## src/hdl/apcd_pkg.sv

```systemverilog
// ----------------------------------------------------------------------------
// apcd_pkg
// Shared types, constants and Q1.15 arithmetic helpers for the allpass
// cascade diffuser.
// ----------------------------------------------------------------------------
package apcd_pkg;

	// Q1.15 sample / coefficient word
	typedef logic signed [15:0] q15_t;

	// coefficient register file
	localparam int            NUM_COEFS  = 8;
	localparam int            CFG_IDX_W  = 4;
	localparam logic [15:0]   COEF_RESET = 16'h4000;  // 0.5

	// one sample moving down the chain of sections
	typedef struct packed {
		logic valid;
		logic ch;
		logic live;    // channel is present; otherwise the sample passes untouched
		q15_t sample;
	} beat_t;

	// product rounded to nearest, ties toward +inf; result spans 17 bits
	function automatic logic signed [16:0] mulq15(input q15_t a, input q15_t b);
		logic signed [31:0] p;
		p = a * b + 32'sd16384;
		return p[31:15];
	endfunction

	// clamp an 18-bit intermediate to the 16-bit range
	function automatic q15_t sat16(input logic signed [17:0] v);
		if (v > 18'sd32767) begin
			return 16'sh7fff;
		end else if (v < -18'sd32768) begin
			return 16'sh8000;
		end
		return v[15:0];
	endfunction

endpackage

```

## src/hdl/apcd_cell.sv

```systemverilog
// ----------------------------------------------------------------------------
// apcd_cell
// One first-order allpass section. Holds the delay word of every channel
// and works in two stages: t = x - a*z (delay updated here), y = a*t + z.
// ----------------------------------------------------------------------------
module apcd_cell #(
	parameter int NUM_CHANNELS = 2
) (
	input  logic            clk,
	input  logic            arst_n,
	input  logic            en,
	input  apcd_pkg::q15_t  coef,
	input  apcd_pkg::beat_t beat_i,
	output apcd_pkg::beat_t beat_o
);
	import apcd_pkg::*;

	// the channel field is one bit, so at most two delay words are reachable
	localparam int NUM_LIVE = (NUM_CHANNELS > 2) ? 2 : NUM_CHANNELS;

	q15_t                z_q [NUM_LIVE];
	logic                rd_idx;
	q15_t                z_rd;
	logic signed [16:0]  m1;
	logic signed [17:0]  diff;
	q15_t                t;

	logic                v_s1;
	logic                ch_s1;
	logic                live_s1;
	q15_t                t_s1;
	q15_t                z_s1;

	logic signed [16:0]  m2;
	logic signed [17:0]  sum;
	q15_t                y;
	logic                v_s2;
	logic                ch_s2;
	logic                live_s2;
	q15_t                sample_s2;

	// stage 1: feed-forward difference against the stored delay
	assign rd_idx = beat_i.live ? beat_i.ch : 1'b0;
	assign z_rd   = z_q[rd_idx];
	assign m1     = mulq15(coef, z_rd);
	assign diff   = {{2{beat_i.sample[15]}}, beat_i.sample} - {m1[16], m1};
	assign t      = sat16(diff);

	// delay words; written as the item leaves stage 1 so a follower sees it
	always_ff @(posedge clk or negedge arst_n) begin
		if (!arst_n) begin
			for (int i = 0; i < NUM_LIVE; i++) begin
				z_q[i] <= '0;
			end
		end else if (en && beat_i.valid && beat_i.live) begin
			z_q[rd_idx] <= t;
		end
	end

	// stage 1 registers; a bypassed sample rides in t_s1
	always_ff @(posedge clk or negedge arst_n) begin
		if (!arst_n) begin
			v_s1 <= 1'b0;
		end else if (en) begin
			v_s1 <= beat_i.valid;
		end
	end

	always_ff @(posedge clk) begin
		if (en) begin
			ch_s1   <= beat_i.ch;
			live_s1 <= beat_i.live;
			t_s1    <= beat_i.live ? t : beat_i.sample;
			z_s1    <= z_rd;
		end
	end

	// stage 2: feedback sum
	assign m2  = mulq15(coef, t_s1);
	assign sum = {m2[16], m2} + {{2{z_s1[15]}}, z_s1};
	assign y   = sat16(sum);

	always_ff @(posedge clk or negedge arst_n) begin
		if (!arst_n) begin
			v_s2 <= 1'b0;
		end else if (en) begin
			v_s2 <= v_s1;
		end
	end

	always_ff @(posedge clk) begin
		if (en) begin
			ch_s2     <= ch_s1;
			live_s2   <= live_s1;
			sample_s2 <= live_s1 ? y : t_s1;
		end
	end

	assign beat_o = '{valid: v_s2, ch: ch_s2, live: live_s2, sample: sample_s2};

`ifndef SYNTHESIS
	a_delay_hold: assert property (@(posedge clk) disable iff (!arst_n)
		!(en && beat_i.valid && beat_i.live && !beat_i.ch) |=> $stable(z_q[0]))
		else $error("delay word changed without a live transfer");

	a_stage_move: assert property (@(posedge clk) disable iff (!arst_n)
		en && v_s1 |=> v_s2)
		else $error("stage 1 item lost on advance");

	a_freeze: assert property (@(posedge clk) disable iff (!arst_n)
		!en |=> $stable(v_s1) && $stable(t_s1) && $stable(v_s2))
		else $error("cell moved while the chain was held");
`endif

endmodule

```

## config.mk

```make
export PLATFORM = sky130hd
export DESIGN_NAME = apcd_cell
export DESIGN_NICKNAME = d
export VERILOG_FILES = /design/src/hdl/apcd_pkg.sv /design/src/hdl/apcd_cell.sv
export SDC_FILE = /design/constraint.sdc
export NUM_CORES = 2
export LEC_CHECK = 0
export ABC_AREA = 1
export BUFFER_PORTS_ARGS = -buffer_cell sky130_fd_sc_hd__clkbuf_2
export CAP_MARGIN = 20
export CELL_PAD_IN_SITES_DETAIL_PLACEMENT = 1
export CELL_PAD_IN_SITES_GLOBAL_PLACEMENT = 2
export CORE_MARGIN = 2
export CORE_UTILIZATION = 36
export DETAILED_ROUTE_END_ITERATION = 12
export PLACE_DENSITY = 0.88
export SYNTH_ARGS = -nofsm -noshare
export SYNTH_HDL_FRONTEND = slang
export SYNTH_SLANG_ARGS = --single-unit
```

## constraint.sdc

```tcl
create_clock -name clk -period 7 [get_ports clk]
set_input_delay 0 -clock clk [delete_from_list [all_inputs] [get_ports clk]]
set_output_delay 0 -clock clk [all_outputs]
set_load 0.02 [all_outputs]
```

==> flow_summary.yaml <==
floorplanning:
  die_h_microns: 272
  die_area_sq_um: 74100
  rows: 98
  io_pins: 57
  initial_utilization_pct: 36.3
  core-area_sq_um: 71400
  die_x_microns: 272
worst_setup_path:
  cp_max_fo: 5
  arrival_ns: 7.90
  critPathKind: "flop to flop"
  cp.required_ns: 7.11
  crit_slowest_cell: "fa_1"
  crit_path_start_kind: "flop"
  crit_top_cell: "inv_1"
  end_kind: "flop"
  slowest_delay_ns: 0.58
  rrSetupSlack_ns: -0.79
drt:
  drc: 0
  vias: 24400
  routed_wl_microns: 106000
  drtAntennaViolNets: 0
  drt_iter0_markers: 1376
  avgViaCountPerCell: 5.02
  firstDrtPassIters: 5
  wire_per_inst_microns: 21.7
logic_synthesis:
  seq_area_frac_synth_pct: 9.32
  synth-edff-count: 52
  synth_area_sq_um: 25900
  ys_types: 46
  ys_warn_count: 0
  syn_nets: 4080
  syn_inst: 3328
  avgSynthCellArea_sq_um: 7.78
  async_reset_ff_share_pct: 39.5
  synth_seq_cells: 86
  synth_flop_cell: "edfxtp_1"
cells_and_area:
  drive_gt1_share_pct: 33.2
  nFillCells: 8465
  stdcell_area_sq_um: 35600
  fin_cells: 4865
  multi_input_area_sq_um: 22800
  synthToLayoutAreaGrowth_pct: 37.7
  diodes: 0
  final_common_cell: "inv_1"
  final_nets: 4662
  regArea_sq_um: 2410
  final_cell_mix: "inv_1, nand2_1, buf_4, fa_1, nor2_1"
placement:
  preCtsSetupSlack_ns: -1.12
  gp_congestion: 0.943
  dp_hpwl_microns: 81000
  port_buffers: 56
  dp.cells: 4753
  postPlaceCellArea_sq_um: 31200
sta:
  hold_viol_final: 0
  slew_headroom_pct: 29.0
  final.setup_skew_ns: 0.0141
  timing.final.crit_share_pct: 111
  timing.fmax_mhz: 128
  grt_setup_unrepaired: "yes"
  setup_violations: 64
  hold_slack_ns: 0.0208
  worstMarginPinSlew_ns: 1.06
  layout_setup_ws_ns: -0.787
  maxSlewViolCount: 0
  period_needed_ns: 7.79
global_routing:
  grt_pass1_vias: 27600
  grt_usage_pct: 27.3
  antenna_found_initial: 0
  grt_overflow_total: 0
  grt_pass1_wl_microns: 156000
  grt_max_degree: 57
outcome:
  violations: "setup timing"
  status: "finished, violations left"
cts:
  cts_sinks: 86
  clock_latency_ns: 0.36
  cts_made_buffers: 9
  clk_pin_slew_ns: 0.08
  htreeDepth: 3
  cts_root_buf: "clkbuf_16"
  cts_tree: "yes"
  cts_max_path_buffers: 2
hold_path:
  min-delay-path-class: "primary input to flop"
run:
  cap_violations: 0
-- what timing repair did --
action / 4_1_cts / 5_1_grt
setup buffers: 50 / 42
hold buffers: 10 / 0
endpoints found under the setup margin: 64 / 64
pin swaps: 125 / 241
hold endpoints to repair: 43 / 0
gates resized for setup: 429 / 391
cloned: 6 / 0
-- path summary, 6_finish.rpt --
path                            start        to  cells past startpoint
setup / recovery              z_q[19]  t_s1[14]                     37
hold / removal             beat_i[13]  t_s1[13]                      3
setup reg to reg              z_q[19]  t_s1[14]                     37
hold reg to reg                 ch_s1     ch_s2                      0
max in group asynchronous      arst_n   z_q[24]                      2
min in group asynchronous      arst_n      v_s2                      2
-- through the flow --
step / TNS [ns] / utilization, %
after floorplan: 0 / -
after global placement: -52.46 / 43.7
after detailed placement: -59.75 / 43.7
after CTS: -35.87 / 47.5
after global routing: -57.37 / 49.9
final: -42.87 / 49.9
-- synth_stat cells, drive strengths merged (8+ instances only) --
cell,n,area [sq um]
a21o,8,60.1
a21oi,103,519
a31oi,10,62.6
buf,27,183
clkbuf,84,317
clkinv,8,30.0
dfrtp,34,851
edfxtp,52,1560
fa,526,10500
ha,188,2350
inv,887,3330
nand2,876,3360
nand3,53,265
nand3b,10,75.1
nand4,9,56.3
nor2,260,988
nor3,19,106
o21ai,67,365
o21bai,17,128
or2,8,50.1
xnor2,34,298
xor2,29,254
-- registers in the layout (all words and copies together), names as in the netlist --
signal / count
z_q: 32
ch_s1: 1
z_s1: 16
live_s2: 1
ch_s2: 1
v_s1: 1
sample_s2: 16
t_s1: 16
v_s2: 1
live_s1: 1
-- cell type report --
cell class / instances / area share, %
repair buffers: 678 / 15.5
clock inverters: 7 / 0.211
inverters: 895 / 9.52
clock buffers: 9 / 0.632
well taps: 950 / 3.34
multi-input cells: 2240 / 64.0
flip-flops and latches: 86 / 6.77
-- logic make-up after synthesis --
logic type	Yosys count	share of synthesized area [%]
AND/OR/NAND/NOR	1241	19.1
buffers and inverters	1006	14.9
AO/OA/AOI/OAI	218	4.79
adder cells (fa/ha/maj)	714	49.8
flip-flops	86	9.32
XOR/XNOR	63	2.13
-- layer usage --
metal,share of wire (%),track usage [%]
met1,38,32.7
met2,52,50.6
met3,4.6,2.86
met4,5.1,9.72
met5,0,0
-- critical path: cells and delay by family (launching register included) --
family	cells	cell delay, ns
compound gates	6	1.11
buf+inv	10	1.13
flops	1	0.42
xor+xnor	1	0.21
simple gates	12	1.43
fa+ha+maj	8	3.21
Power is left out: the tool's default activity adds up to more than one toggle a clock period on the data nets, which glitch-free logic cannot reach.
