`src/hdl/apcd_pkg.sv`:
```
// ----------------------------------------------------------------------------
// apcd_pkg
// Shared types, constants and Q1.15 arithmetic helpers for the allpass
// cascade diffuser.
// ----------------------------------------------------------------------------
package apcd_pkg;

	// Q1.15 sample / coefficient word
	typedef logic signed [15:0] q15_t;

	// coefficient register file
	localparam int            NUM_COEFS  = 8;
	localparam int            CFG_IDX_W  = 4;
	localparam logic [15:0]   COEF_RESET = 16'h4000;  // 0.5

	// one sample moving down the chain of sections
	typedef struct packed {
		logic valid;
		logic ch;
		logic live;    // channel is present; otherwise the sample passes untouched
		q15_t sample;
	} beat_t;

	// product rounded to nearest, ties toward +inf; result spans 17 bits
	function automatic logic signed [16:0] mulq15(input q15_t a, input q15_t b);
		logic signed [31:0] p;
		p = a * b + 32'sd16384;
		return p[31:15];
	endfunction

	// clamp an 18-bit intermediate to the 16-bit range
	function automatic q15_t sat16(input logic signed [17:0] v);
		if (v > 18'sd32767) begin
			return 16'sh7fff;
		end else if (v < -18'sd32768) begin
			return 16'sh8000;
		end
		return v[15:0];
	endfunction

endpackage

```
`src/hdl/apcd_coef_regs.sv`:
```
// ----------------------------------------------------------------------------
// apcd_coef_regs
// Coefficient register file, one Q1.15 word per section, written through
// the configuration channel. Indexes past the last register are dropped.
// ----------------------------------------------------------------------------
module apcd_coef_regs (
	input  logic                           clk,
	input  logic                           arst_n,
	input  logic                           cfg_valid,
	input  logic [apcd_pkg::CFG_IDX_W-1:0] cfg_index,
	input  logic [15:0]                    cfg_data,
	output apcd_pkg::q15_t                 coef [apcd_pkg::NUM_COEFS]
);
	import apcd_pkg::*;

	q15_t coef_q [NUM_COEFS];

	// register write on each config transfer that hits the list
	always_ff @(posedge clk or negedge arst_n) begin
		if (!arst_n) begin
			for (int i = 0; i < NUM_COEFS; i++) begin
				coef_q[i] <= COEF_RESET;
			end
		end else if (cfg_valid) begin
			for (int i = 0; i < NUM_COEFS; i++) begin
				if (cfg_index == CFG_IDX_W'(i)) begin
					coef_q[i] <= cfg_data;
				end
			end
		end
	end

	assign coef = coef_q;

endmodule

```
`config.mk`:
```
export PLATFORM = sky130hd
export DESIGN_NAME = apcd_coef_regs
export DESIGN_NICKNAME = d
export VERILOG_FILES = /design/src/hdl/apcd_pkg.sv /design/src/hdl/apcd_coef_regs.sv
export SDC_FILE = /design/constraint.sdc
export NUM_CORES = 1
export LEC_CHECK = 0
export ABC_AREA = 1
export BUFFER_PORTS_ARGS = -buffer_cell sky130_fd_sc_hd__buf_2
export CORE_UTILIZATION = 45
export CTS_CLUSTER_SIZE = 25
export DETAILED_ROUTE_END_ITERATION = 10
export GPL_TIMING_DRIVEN = 0
export PLACE_DENSITY = 0.7
export SLEW_MARGIN = 20
export SYNTH_ARGS = -nofsm -noshare
export SYNTH_HDL_FRONTEND = slang
export SYNTH_SLANG_ARGS = --single-unit
```
`constraint.sdc`:
```
create_clock -name clk -period 1 [get_ports clk]
set_clock_uncertainty 0.1 [all_clocks]
set_input_delay 0.15 -clock clk [delete_from_list [all_inputs] [get_ports clk]]
set_output_delay 0.15 -clock clk [all_outputs]
set_load 0.005 [all_outputs]
```
==> run summary <==
OUTCOME
------------------------------------------------------------------------------------
Result of the run                                                       complete, but fails checks
Failing checks                                                          DRC, hold timing, setup timing

SETUP PATH
------------------------------------------------------------------------------------
Register-to-Register Setup Slack                                            -0.03 ns
CP delay by family, top                                                   flip-flops
Critical path data arrival time                                              1.06 ns
Nature of the critical path endpoint                                    primary output
Required time of the worst setup path                                        0.75 ns
Buf/Inv on CP                                                                      1
Worst Path Class, Setup                                                 flip-flop to primary output
Crit start category                                                        flip-flop
Worst stage delay on the critical path                                       0.54 ns
Largest fanout on the critical path                                                2
Cell chain of the critical path                                                buf_2
Slowest stage cell, crit path                                           sky130_fd_sc_hd__dfstp_2

POWER
------------------------------------------------------------------------------------
Cell Int Power                                                              12.35 mW
Power per Cell Area                                                      2193 nW/um2
Part of the total power dissipated in combinational logic                      23.5%
Peak supply drop                                                           0.9813 mV
Share of total power consumed by net switching                                27.11%
Clock power frac                                                               35.8%
Overall power                                                               16.94 mW
Fraction of power consumed by sequential logic                                 40.7%
Static Leak                                                                 4.407 nW
Switching power of the nets                                                 4.593 mW

LAYOUT
------------------------------------------------------------------------------------
Footprint of the multi-input gates                                          1927 um2
Diode insertion count for antenna repair                                           0
Final Non-Filler Cells                                                           992
Post-layout nets                                                                 860
Number of fillers in the final layout                                            941
Register area                                                               3213 um2
Share of post-route cells with drive strength above 1                         36.51%
Final core utilization                                                        66.80%
Largest register FFs                                                             128
Area Growth Syn to Fin                                                        42.69%

ROUTE
------------------------------------------------------------------------------------
Violation count after the first detailed-route iteration                         285
Count of nets left with antenna violations after detail routing                    0
Total wire length                                                           16460 um
Drt drc                                                                            7
Total number of vias                                                            5063
Wire per inst                                                               16.59 um
Pre-Repair DR Iteration Count                                                      8
Average via count per standard cell                                            5.104

SYNTHESIS
------------------------------------------------------------------------------------
Cell count after synthesis                                                       604
Syn. warnings                                                                      0
Dominant cells by area after synthesis                                  sky130_fd_sc_hd__dfrtp_1 (55%), sky130_fd_sc_hd__nand2_1 (21%), sky130_fd_sc_hd__nand4_1 (5.5%), sky130_fd_sc_hd__dfstp_2 (3.9%), sky130_fd_sc_hd__buf_2 (3.0%)
Synthesized cell area                                                       5414 um2
Average footprint of a synthesized cell                                    8.963 um2
Top post-synthesis cells by count                                       sky130_fd_sc_hd__nand2_1 (305), sky130_fd_sc_hd__dfrtp_1 (120), sky130_fd_sc_hd__nand4_1 (48)
Number of flops mapped to enable cells by yosys                                    0
Most frequent cell after synthesis                                      sky130_fd_sc_hd__nand2_1
Cell type with the largest total area after synthesis                   sky130_fd_sc_hd__dfrtp_1
Distinct cell type count of the synthesized netlist                               19
Flops & latches, synth                                                           128
Post-Syn Nets                                                                    627
Synth async-reset ratio                                                       100.0%
Sequential element share of the synthesized area                              59.35%
Fraction of post-synthesis cell area in the top cell type by area             55.47%
Top flip-flop cell by instance count after synthesis                    sky130_fd_sc_hd__dfrtp_1

WORST HOLD PATH
------------------------------------------------------------------------------------
Class of the tightest hold or removal check                             primary input to asynchronous set/reset pin

CLOCK TREE
------------------------------------------------------------------------------------
Total of hold buffers inserted after clock tree synthesis                          8
CTS tree                                                                       built
Clock insertion delay at the later pin of the skew report                    0.41 ns
Master cell of the clock root buffer                                    sky130_fd_sc_hd__clkbuf_16
# clock sinks                                                                    128
Clock-pin slew on the worst setup and hold paths                             0.05 ns
Number of buffers created by CTS                                                  17
Number of H-tree branching levels                                                  4
Largest buffer count on any clock path                                             2

TIMING
------------------------------------------------------------------------------------
RSZ-0062 raised after global routing                                            true
Final worst path period share                                                 131.1%
Number of setup violations in the final report                                   130
Fin. Hold Viols                                                                   69
Final slew viol count                                                              0
Fin Hold WS                                                               -0.4229 ns
Achievable frequency                                                       762.8 MHz
Worst setup slack after layout                                            -0.3109 ns
Relative max-transition margin                                                63.13%
Transition time at the pin with the least slew margin                      0.5531 ns
Min cycle time layout                                                       1.311 ns
Fin Setup TNS                                                              -22.58 ns

FLOORPLAN
------------------------------------------------------------------------------------
I/O pin count                                                                    151
Number of core rows                                                               39
Effective utilization at floorplan                                            46.81%
Width of the die                                                            111.7 um
Core footprint                                                             11560 um2
DIE AREA                                                                   12470 um2
Die Span Y                                                                  111.7 um

PLACEMENT
------------------------------------------------------------------------------------
Cell count after placement                                                       879
Weighted congestion at the end of routability-driven global placement         0.7818
HPWL Detailed                                                               10520 um
Port buffer count                                                                131

GLOBAL ROUTING
------------------------------------------------------------------------------------
Via count of the first global-routing pass                                      4839
Maximum number of pins on one net before global-route repair                      76
Overall overflow remaining after global route                                      0
Global-route wire length before repair                                      25590 um
Overall Global Routing Usage                                                  26.79%
Initial antenna violation count                                                    0

JOB
------------------------------------------------------------------------------------
Number of max-cap violations                                                       0

layout by cell type, fill, tap and decap left out, types with 2 or more instances in the layout:
| master | n |
|---|---|
| sky130_fd_sc_hd__nand2_2 | 3 |
| sky130_fd_sc_hd__clkinv_2 | 2 |
| sky130_fd_sc_hd__nand3_1 | 16 |
| sky130_fd_sc_hd__nand3_2 | 2 |
| sky130_fd_sc_hd__dlygate4sd3_1 | 8 |
| sky130_fd_sc_hd__buf_1 | 2 |
| sky130_fd_sc_hd__inv_2 | 3 |
| sky130_fd_sc_hd__inv_1 | 16 |
| sky130_fd_sc_hd__o21bai_1 | 15 |
| sky130_fd_sc_hd__clkbuf_1 | 10 |
| sky130_fd_sc_hd__dfstp_2 | 8 |
| sky130_fd_sc_hd__clkbuf_16 | 17 |
| sky130_fd_sc_hd__nand2_4 | 3 |
| sky130_fd_sc_hd__buf_2 | 146 |
| sky130_fd_sc_hd__nor2_8 | 4 |
| sky130_fd_sc_hd__dfrtp_1 | 120 |
| sky130_fd_sc_hd__inv_4 | 2 |
| sky130_fd_sc_hd__nor2_4 | 4 |
| sky130_fd_sc_hd__buf_4 | 78 |
| sky130_fd_sc_hd__clkbuf_8 | 5 |
| sky130_fd_sc_hd__buf_6 | 16 |
| sky130_fd_sc_hd__nand2_1 | 304 |
| sky130_fd_sc_hd__nand3_4 | 4 |
| sky130_fd_sc_hd__buf_12 | 4 |
| sky130_fd_sc_hd__bufinv_16 | 2 |
| sky130_fd_sc_hd__nand4_1 | 48 |
routing by layer:
layer  track usage [%]  up-vias  wire, um
met5                 0        -         0
li1                  -     2381         -
met4             8.649        0       212
met3             6.097       23      1153
met2             44.22      177      8266
met1             35.10     2482      6825
cells by family after synthesis:
kind of cell	Yosys count	share of synthesized area, %
AND/OR/NAND/NOR	389	32.19
flip-flops	128	59.35
buffers and inverters	71	6.240
AO/OA/AOI/OAI	16	2.219
final cells by class:
type	count	share of cell area, %
Clock buffer	26	6.463
Tap cell	143	2.316
Buffer	49	4.843
Multi-Input combinational cell	405	24.94
Timing Repair Buffer	214	17.64
Inverter	22	1.199
Clock inverter	5	1.004
Sequential cell	128	41.59
power groups by stage:
| stage | clock, mW | sequential, mW | combinational, mW |
|---|---|---|---|
| 6_report | 6.06 | 6.90 | 3.98 |
| 5_1_grt | 6.35 | 7.00 | 4.36 |
| 4_1_cts | 6.11 | 6.88 | 3.50 |
| 3_5_place_dp | 0 | 6.96 | 2.98 |
| 3_3_place_gp | 0 | 6.93 | 2.87 |
| 2_1_floorplan | 0 | 7.04 | 1.25 |
through the flow:
stage / setup WS [ns] / cell area [um2]
finish: -0.3109 / 7725
global route: -0.3311 / 7725
global placement: -1.877 / 6412
detailed placement: -0.3770 / 6446
CTS: -0.3154 / 7391
floorplan: -0.08101 / 5578
final timing paths:
path | endpoint | cells past startpoint | start
setup reg to reg | coef[20] | 5 | coef[20]
max in group asynchronous | coef[126] | 2 | arst_n
hold / removal | coef[47] | 1 | arst_n
setup / recovery | coef[46] | 1 | coef[46]
min in group clk | coef[110] | 4 | cfg_index[1]
hold reg to reg | coef[90] | 2 | coef[90]
repair_timing:
action                     4_1_cts  5_1_grt
hold endpoints to repair       101       58
buffers inserted                35       40
pin swaps                        0        3
gates resized for setup          4        6
setup endpoints to repair      128      147
Note: power is estimated with default switching activity, not from simulation.
